File: src/hw/rtl/rrp_pkg.sv
`default_nettype none

package rrp_pkg;

  localparam int ANGLE_BITS = 9;
  localparam int FULL_TURN = 360;
  localparam int SIN_ENTRIES = 91;
  localparam real PI = 3.14159265358979323846;

  // configuration register indexes
  typedef enum logic [1:0] {
    CFG_PIVOT_X = 2'd0,
    CFG_PIVOT_Y = 2'd1,
    CFG_ANGLE   = 2'd2
  } cfg_idx_t;

  // per-corner control travelling alongside the coordinates
  typedef struct packed {
    logic [1:0] index;
    logic       last;
  } corner_ctl_t;

  // sin(k degrees) scaled by 2^frac_bits, rounded to nearest
  function automatic longint sin_q(input int k, input int frac_bits);
    real r;
    r = $sin(real'(k) * PI / 180.0);
    return longint'($floor(r * (2.0 ** frac_bits) + 0.5));
  endfunction

endpackage

`default_nettype wire

File: src/hw/rtl/rrp_trig.sv
`default_nettype none

module rrp_trig #(
  parameter int TRIG_FRAC_BITS = 14,
  localparam int TW = TRIG_FRAC_BITS + 2
) (
  input  wire logic                              clk,
  input  wire logic [rrp_pkg::ANGLE_BITS-1:0]    angle_degrees,
  output logic signed [TW-1:0]                   sin_q,
  output logic signed [TW-1:0]                   cos_q
);
  import rrp_pkg::*;

  logic signed [TW-1:0] tab [SIN_ENTRIES];

  for (genvar k = 0; k < SIN_ENTRIES; k++) begin : g_tab
    localparam logic signed [TW-1:0] V = TW'(rrp_pkg::sin_q(k, TRIG_FRAC_BITS));
    assign tab[k] = V;
  end

  logic [ANGLE_BITS-1:0] a;
  logic [6:0]            s_idx;
  logic [6:0]            c_idx;
  logic                  s_neg;
  logic                  c_neg;
  logic signed [TW-1:0]  s_mag;
  logic signed [TW-1:0]  c_mag;

  always_comb begin
    // wrap 360..511 back into one turn
    a = (angle_degrees >= ANGLE_BITS'(FULL_TURN))
        ? angle_degrees - ANGLE_BITS'(FULL_TURN) : angle_degrees;
    if (a <= ANGLE_BITS'(90)) begin
      s_idx = 7'(a);
      c_idx = 7'(ANGLE_BITS'(90) - a);
      s_neg = 1'b0;
      c_neg = 1'b0;
    end else if (a <= ANGLE_BITS'(180)) begin
      s_idx = 7'(ANGLE_BITS'(180) - a);
      c_idx = 7'(a - ANGLE_BITS'(90));
      s_neg = 1'b0;
      c_neg = 1'b1;
    end else if (a <= ANGLE_BITS'(270)) begin
      s_idx = 7'(a - ANGLE_BITS'(180));
      c_idx = 7'(ANGLE_BITS'(270) - a);
      s_neg = 1'b1;
      c_neg = 1'b1;
    end else begin
      s_idx = 7'(ANGLE_BITS'(360) - a);
      c_idx = 7'(a - ANGLE_BITS'(270));
      s_neg = 1'b1;
      c_neg = 1'b0;
    end
    s_mag = tab[s_idx];
    c_mag = tab[c_idx];
  end

  // the angle must change only while idle, which the block does not enforce; then the registered copy is current
  always_ff @(posedge clk) begin
    sin_q <= s_neg ? -s_mag : s_mag;
    cos_q <= c_neg ? -c_mag : c_mag;
  end

endmodule

`default_nettype wire

File: src/hw/rtl/rrp_corner.sv
`default_nettype none

module rrp_corner #(
  parameter int COORD_BITS = 16
) (
  input  wire logic                          clk,
  input  wire logic                          rst,
  input  wire logic                          in_valid,
  output logic                               in_stall,
  input  wire logic signed [COORD_BITS-1:0]  left_x,
  input  wire logic signed [COORD_BITS-1:0]  top_y,
  input  wire logic signed [COORD_BITS-1:0]  right_x,
  input  wire logic signed [COORD_BITS-1:0]  bottom_y,
  output logic                               c_valid,
  input  wire logic                          c_ready,
  output logic signed [COORD_BITS-1:0]       c_x,
  output logic signed [COORD_BITS-1:0]       c_y,
  output rrp_pkg::corner_ctl_t               c_ctl
);
  import rrp_pkg::*;

  logic                         held;
  logic [1:0]                   cnt;
  logic signed [COORD_BITS-1:0] lx;
  logic signed [COORD_BITS-1:0] ty;
  logic signed [COORD_BITS-1:0] rx;
  logic signed [COORD_BITS-1:0] by;
  logic                         advance;
  logic                         take;

  assign advance  = held && c_ready;
  // free the slot on the transfer of the fourth corner
  assign in_stall = held && !(c_ready && (cnt == 2'd3));
  assign take     = in_valid && !in_stall;

  always_ff @(posedge clk) begin
    if (rst) begin
      held <= 1'b0;
      cnt  <= 2'd0;
    end else begin
      if (take) begin
        held <= 1'b1;
      end else if (advance && (cnt == 2'd3)) begin
        held <= 1'b0;
      end
      if (advance) begin
        cnt <= cnt + 2'd1;
      end
    end
  end

  always_ff @(posedge clk) begin
    if (take) begin
      lx <= left_x;
      ty <= top_y;
      rx <= right_x;
      by <= bottom_y;
    end
  end

  always_comb begin
    c_valid    = held;
    c_x        = ((cnt == 2'd1) || (cnt == 2'd2)) ? rx : lx;
    c_y        = cnt[1] ? by : ty;
    c_ctl.index = cnt;
    c_ctl.last  = (cnt == 2'd3);
  end

endmodule

`default_nettype wire

File: src/hw/rtl/rrp_rotate.sv
`default_nettype none

module rrp_rotate #(
  parameter int COORD_BITS = 16,
  parameter int TRIG_FRAC_BITS = 14,
  localparam int TW = TRIG_FRAC_BITS + 2
) (
  input  wire logic                          clk,
  input  wire logic                          rst,
  input  wire logic                          c_valid,
  output logic                               c_ready,
  input  wire logic signed [COORD_BITS-1:0]  c_x,
  input  wire logic signed [COORD_BITS-1:0]  c_y,
  input  wire rrp_pkg::corner_ctl_t          c_ctl,
  input  wire logic signed [COORD_BITS-1:0]  pivot_x,
  input  wire logic signed [COORD_BITS-1:0]  pivot_y,
  input  wire logic signed [TW-1:0]          sin_q,
  input  wire logic signed [TW-1:0]          cos_q,
  output logic                               out_valid,
  input  wire logic                          out_stall,
  output logic signed [COORD_BITS-1:0]       corner_x,
  output logic signed [COORD_BITS-1:0]       corner_y,
  output logic [1:0]                         corner_index,
  output logic                               last_corner
);
  import rrp_pkg::*;

  localparam int DW = COORD_BITS + 1;
  localparam int PW = DW + TW;
  localparam int SW = PW + 1;
  localparam logic signed [SW-1:0] RND = {{(SW - TRIG_FRAC_BITS){1'b0}},
                                          {TRIG_FRAC_BITS{1'b1}}};

  logic                 p_valid;
  corner_ctl_t          p_ctl;
  logic signed [PW-1:0] xc;
  logic signed [PW-1:0] ys;
  logic signed [PW-1:0] yc;
  logic signed [PW-1:0] xs;
  logic                 o_ready;

  logic signed [DW-1:0] dx;
  logic signed [DW-1:0] dy;

  assign o_ready = !out_valid || !out_stall;
  assign c_ready = !p_valid || o_ready;

  assign dx = DW'(c_x) - DW'(pivot_x);
  assign dy = DW'(c_y) - DW'(pivot_y);

  // product stage
  always_ff @(posedge clk) begin
    if (rst) begin
      p_valid <= 1'b0;
    end else if (c_ready) begin
      p_valid <= c_valid;
    end
  end

  always_ff @(posedge clk) begin
    if (c_ready) begin
      p_ctl <= c_ctl;
      xc    <= PW'(dx) * PW'(cos_q);
      ys    <= PW'(dy) * PW'(sin_q);
      yc    <= PW'(dy) * PW'(cos_q);
      xs    <= PW'(dx) * PW'(sin_q);
    end
  end

  logic signed [SW-1:0] sx;
  logic signed [SW-1:0] sy;
  logic signed [SW-1:0] qx;
  logic signed [SW-1:0] qy;
  logic signed [SW-1:0] rx;
  logic signed [SW-1:0] ry;
  logic signed [COORD_BITS-1:0] sat_x;
  logic signed [COORD_BITS-1:0] sat_y;

  always_comb begin
    sx = SW'(xc) + SW'(ys);
    sy = SW'(yc) - SW'(xs);
    // the shift alone rounds down: bias negative values before the shift so the result rounds toward zero
    qx = (sx[SW-1] ? (sx + RND) : sx) >>> TRIG_FRAC_BITS;
    qy = (sy[SW-1] ? (sy + RND) : sy) >>> TRIG_FRAC_BITS;
    rx = qx + SW'(pivot_x);
    ry = qy + SW'(pivot_y);
    if ((&rx[SW-1:COORD_BITS-1]) || !(|rx[SW-1:COORD_BITS-1])) begin
      sat_x = rx[COORD_BITS-1:0];
    end else begin
      sat_x = {rx[SW-1], {(COORD_BITS-1){!rx[SW-1]}}};
    end
    if ((&ry[SW-1:COORD_BITS-1]) || !(|ry[SW-1:COORD_BITS-1])) begin
      sat_y = ry[COORD_BITS-1:0];
    end else begin
      sat_y = {ry[SW-1], {(COORD_BITS-1){!ry[SW-1]}}};
    end
  end

  // result register
  always_ff @(posedge clk) begin
    if (rst) begin
      out_valid <= 1'b0;
    end else if (o_ready) begin
      out_valid <= p_valid;
    end
  end

  always_ff @(posedge clk) begin
    if (o_ready) begin
      corner_x     <= sat_x;
      corner_y     <= sat_y;
      corner_index <= p_ctl.index;
      last_corner  <= p_ctl.last;
    end
  end

endmodule

`default_nettype wire

File: src/hw/rtl/rectangle_rotate_about_pivot.sv
`default_nettype none

// Rotates the four corners of an axis-aligned rectangle about a pivot.
// Input channel (in_valid/in_stall) carries one rectangle as left_x, top_y,
// right_x, bottom_y. Output channel (out_valid/out_stall) carries one corner
// per transfer, in order top-left, top-right, bottom-right, bottom-left;
// last_corner marks the fourth.
// Configuration channel (cfg_valid/cfg_ready, always ready) writes pivot_x,
// pivot_y and angle_degrees; write it only while no rectangle is in flight.
// The angle is applied negated; 360..511 wrap.
// The first corner passes through the input holding register, the product
// stage and the result register; the rest follow one per cycle while the
// output does not stall. A rectangle is held until its four corners have
// gone; the next rectangle is taken on the cycle its predecessor's fourth
// corner leaves the input register, so there is no gap between rectangles.
// A stall on the output holds the result register and backs up the two
// internal stages; the input stalls once its holding register cannot drain.
// Reset clears all valid flags, the corner counter and the configuration
// registers to zero.
module rectangle_rotate_about_pivot #(
  parameter int COORD_BITS = 16,
  parameter int TRIG_FRAC_BITS = 14,
  localparam int CFG_W = (COORD_BITS > rrp_pkg::ANGLE_BITS) ? COORD_BITS
                                                            : rrp_pkg::ANGLE_BITS
) (
  input  wire logic                          clk,
  input  wire logic                          rst,
  input  wire logic                          in_valid,
  output logic                               in_stall,
  input  wire logic signed [COORD_BITS-1:0]  left_x,
  input  wire logic signed [COORD_BITS-1:0]  top_y,
  input  wire logic signed [COORD_BITS-1:0]  right_x,
  input  wire logic signed [COORD_BITS-1:0]  bottom_y,
  output logic                               out_valid,
  input  wire logic                          out_stall,
  output logic signed [COORD_BITS-1:0]       corner_x,
  output logic signed [COORD_BITS-1:0]       corner_y,
  output logic [1:0]                         corner_index,
  output logic                               last_corner,
  input  wire logic                          cfg_valid,
  output logic                               cfg_ready,
  input  wire logic [1:0]                    cfg_index,
  input  wire logic [CFG_W-1:0]              cfg_data
);
  import rrp_pkg::*;

  localparam int TW = TRIG_FRAC_BITS + 2;

  logic signed [COORD_BITS-1:0] pivot_x;
  logic signed [COORD_BITS-1:0] pivot_y;
  logic [ANGLE_BITS-1:0]        angle_degrees;

  assign cfg_ready = 1'b1;

  always_ff @(posedge clk) begin
    if (rst) begin
      pivot_x       <= '0;
      pivot_y       <= '0;
      angle_degrees <= '0;
    end else if (cfg_valid && cfg_ready) begin
      unique case (cfg_index)
        CFG_PIVOT_X: pivot_x       <= cfg_data[COORD_BITS-1:0];
        CFG_PIVOT_Y: pivot_y       <= cfg_data[COORD_BITS-1:0];
        CFG_ANGLE:   angle_degrees <= cfg_data[ANGLE_BITS-1:0];
        default: ;
      endcase
    end
  end

  logic signed [TW-1:0] sin_q;
  logic signed [TW-1:0] cos_q;

  rrp_trig #(
    .TRIG_FRAC_BITS(TRIG_FRAC_BITS)
  ) u_trig (
    .clk           (clk),
    .angle_degrees (angle_degrees),
    .sin_q         (sin_q),
    .cos_q         (cos_q)
  );

  logic                         c_valid;
  logic                         c_ready;
  logic signed [COORD_BITS-1:0] c_x;
  logic signed [COORD_BITS-1:0] c_y;
  corner_ctl_t                  c_ctl;

  rrp_corner #(
    .COORD_BITS(COORD_BITS)
  ) u_corner (
    .clk      (clk),
    .rst      (rst),
    .in_valid (in_valid),
    .in_stall (in_stall),
    .left_x   (left_x),
    .top_y    (top_y),
    .right_x  (right_x),
    .bottom_y (bottom_y),
    .c_valid  (c_valid),
    .c_ready  (c_ready),
    .c_x      (c_x),
    .c_y      (c_y),
    .c_ctl    (c_ctl)
  );

  rrp_rotate #(
    .COORD_BITS     (COORD_BITS),
    .TRIG_FRAC_BITS (TRIG_FRAC_BITS)
  ) u_rotate (
    .clk          (clk),
    .rst          (rst),
    .c_valid      (c_valid),
    .c_ready      (c_ready),
    .c_x          (c_x),
    .c_y          (c_y),
    .c_ctl        (c_ctl),
    .pivot_x      (pivot_x),
    .pivot_y      (pivot_y),
    .sin_q        (sin_q),
    .cos_q        (cos_q),
    .out_valid    (out_valid),
    .out_stall    (out_stall),
    .corner_x     (corner_x),
    .corner_y     (corner_y),
    .corner_index (corner_index),
    .last_corner  (last_corner)
  );

endmodule

`default_nettype wire
File: config.mk
export PLATFORM = sky130hd
export DESIGN_NAME = rectangle_rotate_about_pivot
export DESIGN_NICKNAME = d
export VERILOG_FILES = /design/src/hw/rtl/rrp_pkg.sv /design/src/hw/rtl/rrp_trig.sv /design/src/hw/rtl/rrp_corner.sv /design/src/hw/rtl/rrp_rotate.sv /design/src/hw/rtl/rectangle_rotate_about_pivot.sv
export SDC_FILE = /design/constraint.sdc
export NUM_CORES = 2
export LEC_CHECK = 0
export BUFFER_PORTS_ARGS = -buffer_cell sky130_fd_sc_hd__buf_2
export CORE_ASPECT_RATIO = 0.9
export CORE_MARGIN = 3
export CORE_UTILIZATION = 45
export CTS_CLUSTER_SIZE = 24
export DETAILED_ROUTE_END_ITERATION = 8
export PLACE_DENSITY_LB_ADDON = 0.3
export SLEW_MARGIN = 20
export SYNTH_ARGS = -nofsm -noshare
export SYNTH_HDL_FRONTEND = slang
export SYNTH_SLANG_ARGS = --single-unit
export TNS_END_PERCENT = 5
File: constraint.sdc
create_clock -name clk -period 13.3 [get_ports clk]
set_clock_uncertainty 0.05 [all_clocks]
set_input_delay 1.33 -clock clk [delete_from_list [all_inputs] [get_ports clk]]
set_output_delay 1.33 -clock clk [all_outputs]
set_load 0.02 [all_outputs]
==> metrics.txt <==
setup bufs post-CTS=0; GP Congestion=0.880; GRT Overall Usage=24.1%; largest area contributor in the netlist=fa_1; Fin Setup TNS=0 ns; Initial Utilization=45.6%; via count=roughly 48000; pin count of the biggest net entering global routing=74; final hold violation count=0; CTS tree=yes; Hold Buf Count CTS=0; Final nets=8601; vias per cell=5.53; # fillers=around 13000; most used cell, CP=o21ai_0; top cell type's share of synthesized area=between 30% and 40%; Synth area leaders=fa_1 (35%), edfxtp_1 (11%), ha_1 (9.9%), inv_1 (8.2%), nand2_1 (4.4%); 1st-iter DRT viols=4026; Final setup viols=0; outcome=complete, no violations; Max-cap violations=0; port buffer count=about 120; die width=401 um; worst-path maximum fanout=44; Multi-input gate area=48300 um2; pre-CTS setup slack=1.46 ns; initial antenna violation count=2; cts repair resizes=0; final worst slack=1.32 ns; htree depth=2; FMAX=83.5 MHz; Overflow after GRT=0; Hold/Removal Path Class=flop to flop; fin crit share=approximately 90%; DRC viols=0; Max clock buf depth=3; dominant synthesized flop cell=edfxtp_1; startpoint types=flop; FF/Latch Area=8600 um2; Slowest cell on crit path=ha_1; net count after synthesis=8648; DRT Pass-1 Iters=5; top-count cell post-synth=inv_1; io pins=approximately 130; max-slew violation count=0; WP data required=13.63 ns; Clock Latency Late Sink=approximately 0.62 ns; wire per inst=between 15 and 20 um; Seq/Total Area, Yosys=13.6%; Layout area overhead=6.60%; share of cells above drive strength 1=6.46%; post-route minimum period=11.98 ns; Chip Height=361 um; Crit path max-delay family=adder cells; CTS sink cnt=312; first-pass GRT wire length=278000 um; number of global-route vias before repair=49600; Yosys Warn Count=0; clock-pin slew on the worst setup and hold paths=0.07 ns; Num CTS Buffers=41; RSZ-0062 raised after global routing=no; DRT antenna net count=0; Synth Cell Area=63100 um2; core area=~140000 um2; most frequent cells after synthesis=inv_1 (1377), fa_1 (1110), nand2_1 (734); Synth Register Bits=312; Post-synth EDFFs=234; slowest stage delay, CP=0.82 ns; number of distinct library cells after synthesis=108; Post-Synthesis Cells=6953; hpwl dp=131000 um; WS Path Type=flop to flop; CP Capture Type=flop; clock root cell=clkbuf_16; Post-synth ARST share=0%; row cnt=129; worst hold slack=0.369 ns; slew margin rel.=16.5%; area of the die=145000 um2; WP buf/inv=5; Worst Path Arrival=~12 ns; Worst-Margin Slew=1.24 ns; syn_area_per_cell=9.08 um2; final WL=~170000 um
-- flip-flops by register name, indices dropped and copies added (netlist names), 2 cells and up --
register	cells
u_rotate.xc	33
u_rotate.xs	33
u_rotate.yc	33
u_rotate.ys	33
pivot_x	16
pivot_y	16
u_corner.by	16
u_corner.lx	16
u_corner.rx	16
u_corner.ty	16
u_rotate.corner_x	16
u_rotate.corner_y	16
u_trig.cos_q	16
u_trig.sin_q	16
angle_degrees	9
u_rotate.p_ctl	3
u_corner.cnt	2
u_rotate.corner_index	2
-- per-layer routing --
metal / GRT usage, % / up-vias / wire length, um
met5: 0.195 / - / 50
met4: 8.96 / 4 / 7310
met3: 3.59 / 314 / 13000
met2: 37.9 / 1908 / 77600
met1: 33.7 / 24400 / 74300
li1: - / 21900 / -
-- final timing paths --
kind,end,cells past startpoint,slack (ns),start
setup / recovery,u_rotate.xs[32],42,1.32,u_corner.cnt[0]
hold reg to reg,u_rotate.last_corner,0,0.37,u_rotate.p_ctl[0]
setup reg to reg,u_rotate.xs[32],42,1.32,u_corner.cnt[0]
hold / removal,u_rotate.last_corner,0,0.37,u_rotate.p_ctl[0]
-- per-stage QoR --
step	utilization (%)	instances	cell area (um2)
final	48.7	8774	67300
after global routing	48.7	8773	67300
after CTS	48.7	8773	67300
after detailed placement	47.6	8697	65800
after global placement	47.6	8697	65800
after floorplan	-	6953	63100
-- cell families after synthesis --
| family | count (synthesis) | share of synthesized area (%) |
|---|---|---|
| other cells | 1 | 0.00594 |
| flops | 312 | 13.6 |
| mux | 53 | 0.906 |
| fa+ha+maj | 1609 | 45.1 |
| simple gates | 1984 | 15.4 |
| compound gates | 977 | 10.4 |
| xor+xnor | 312 | 4.34 |
| buf+inv | 1705 | 10.3 |
-- worst reg2reg max path, delay by kind of cell, from the launching register on --
kind	cells	cell delay, ns
buf+inv	5	0.77
compound gates	20	4.60
simple gates	5	0.60
flops	1	0.33
fa+ha+maj	10	4.98
mux	1	0.33
xor+xnor	1	0.08
-- cell usage in the layout (no fill, tap or decap), types with 21 or more instances in the layout --
master / count
nand2b_1: 49
nand3_1: 110
o211ai_1: 28
xor2_1: 75
edfxtp_1: 234
o21ai_0: 187
fa_1: 1110
a31oi_1: 40
nor2_1: 277
or3_1: 32
xnor2_1: 227
a21o_1: 77
a211oi_1: 27
and3_1: 60
ha_1: 498
o21a_1: 49
nand4_1: 23
buf_4: 108
dfxtp_1: 68
buf_2: 123
o21ai_1: 21
a21oi_1: 254
and2_1: 394
clkbuf_16: 47
nand2_1: 733
nor2b_1: 110
inv_1: 1377
o31ai_1: 21
nor3_1: 94
o21bai_1: 28
mux2_2: 33
-- cell type report --
| cell class | count | share of cell area (%) |
|---|---|---|
| well taps | 1834 | 3.41 |
| repair buffers | 231 | 2.12 |
| clock buffers | 48 | 1.77 |
| diodes | 1 | 0.00372 |
| inverters | 1384 | 7.73 |
| clock inverters | 28 | 0.465 |
| multi-input cells | 4936 | 71.7 |
| flip-flops and latches | 312 | 12.8 |
Power is left out: the tool's default activity adds up to more than one toggle a clock period on the data nets, which glitch-free logic cannot reach.
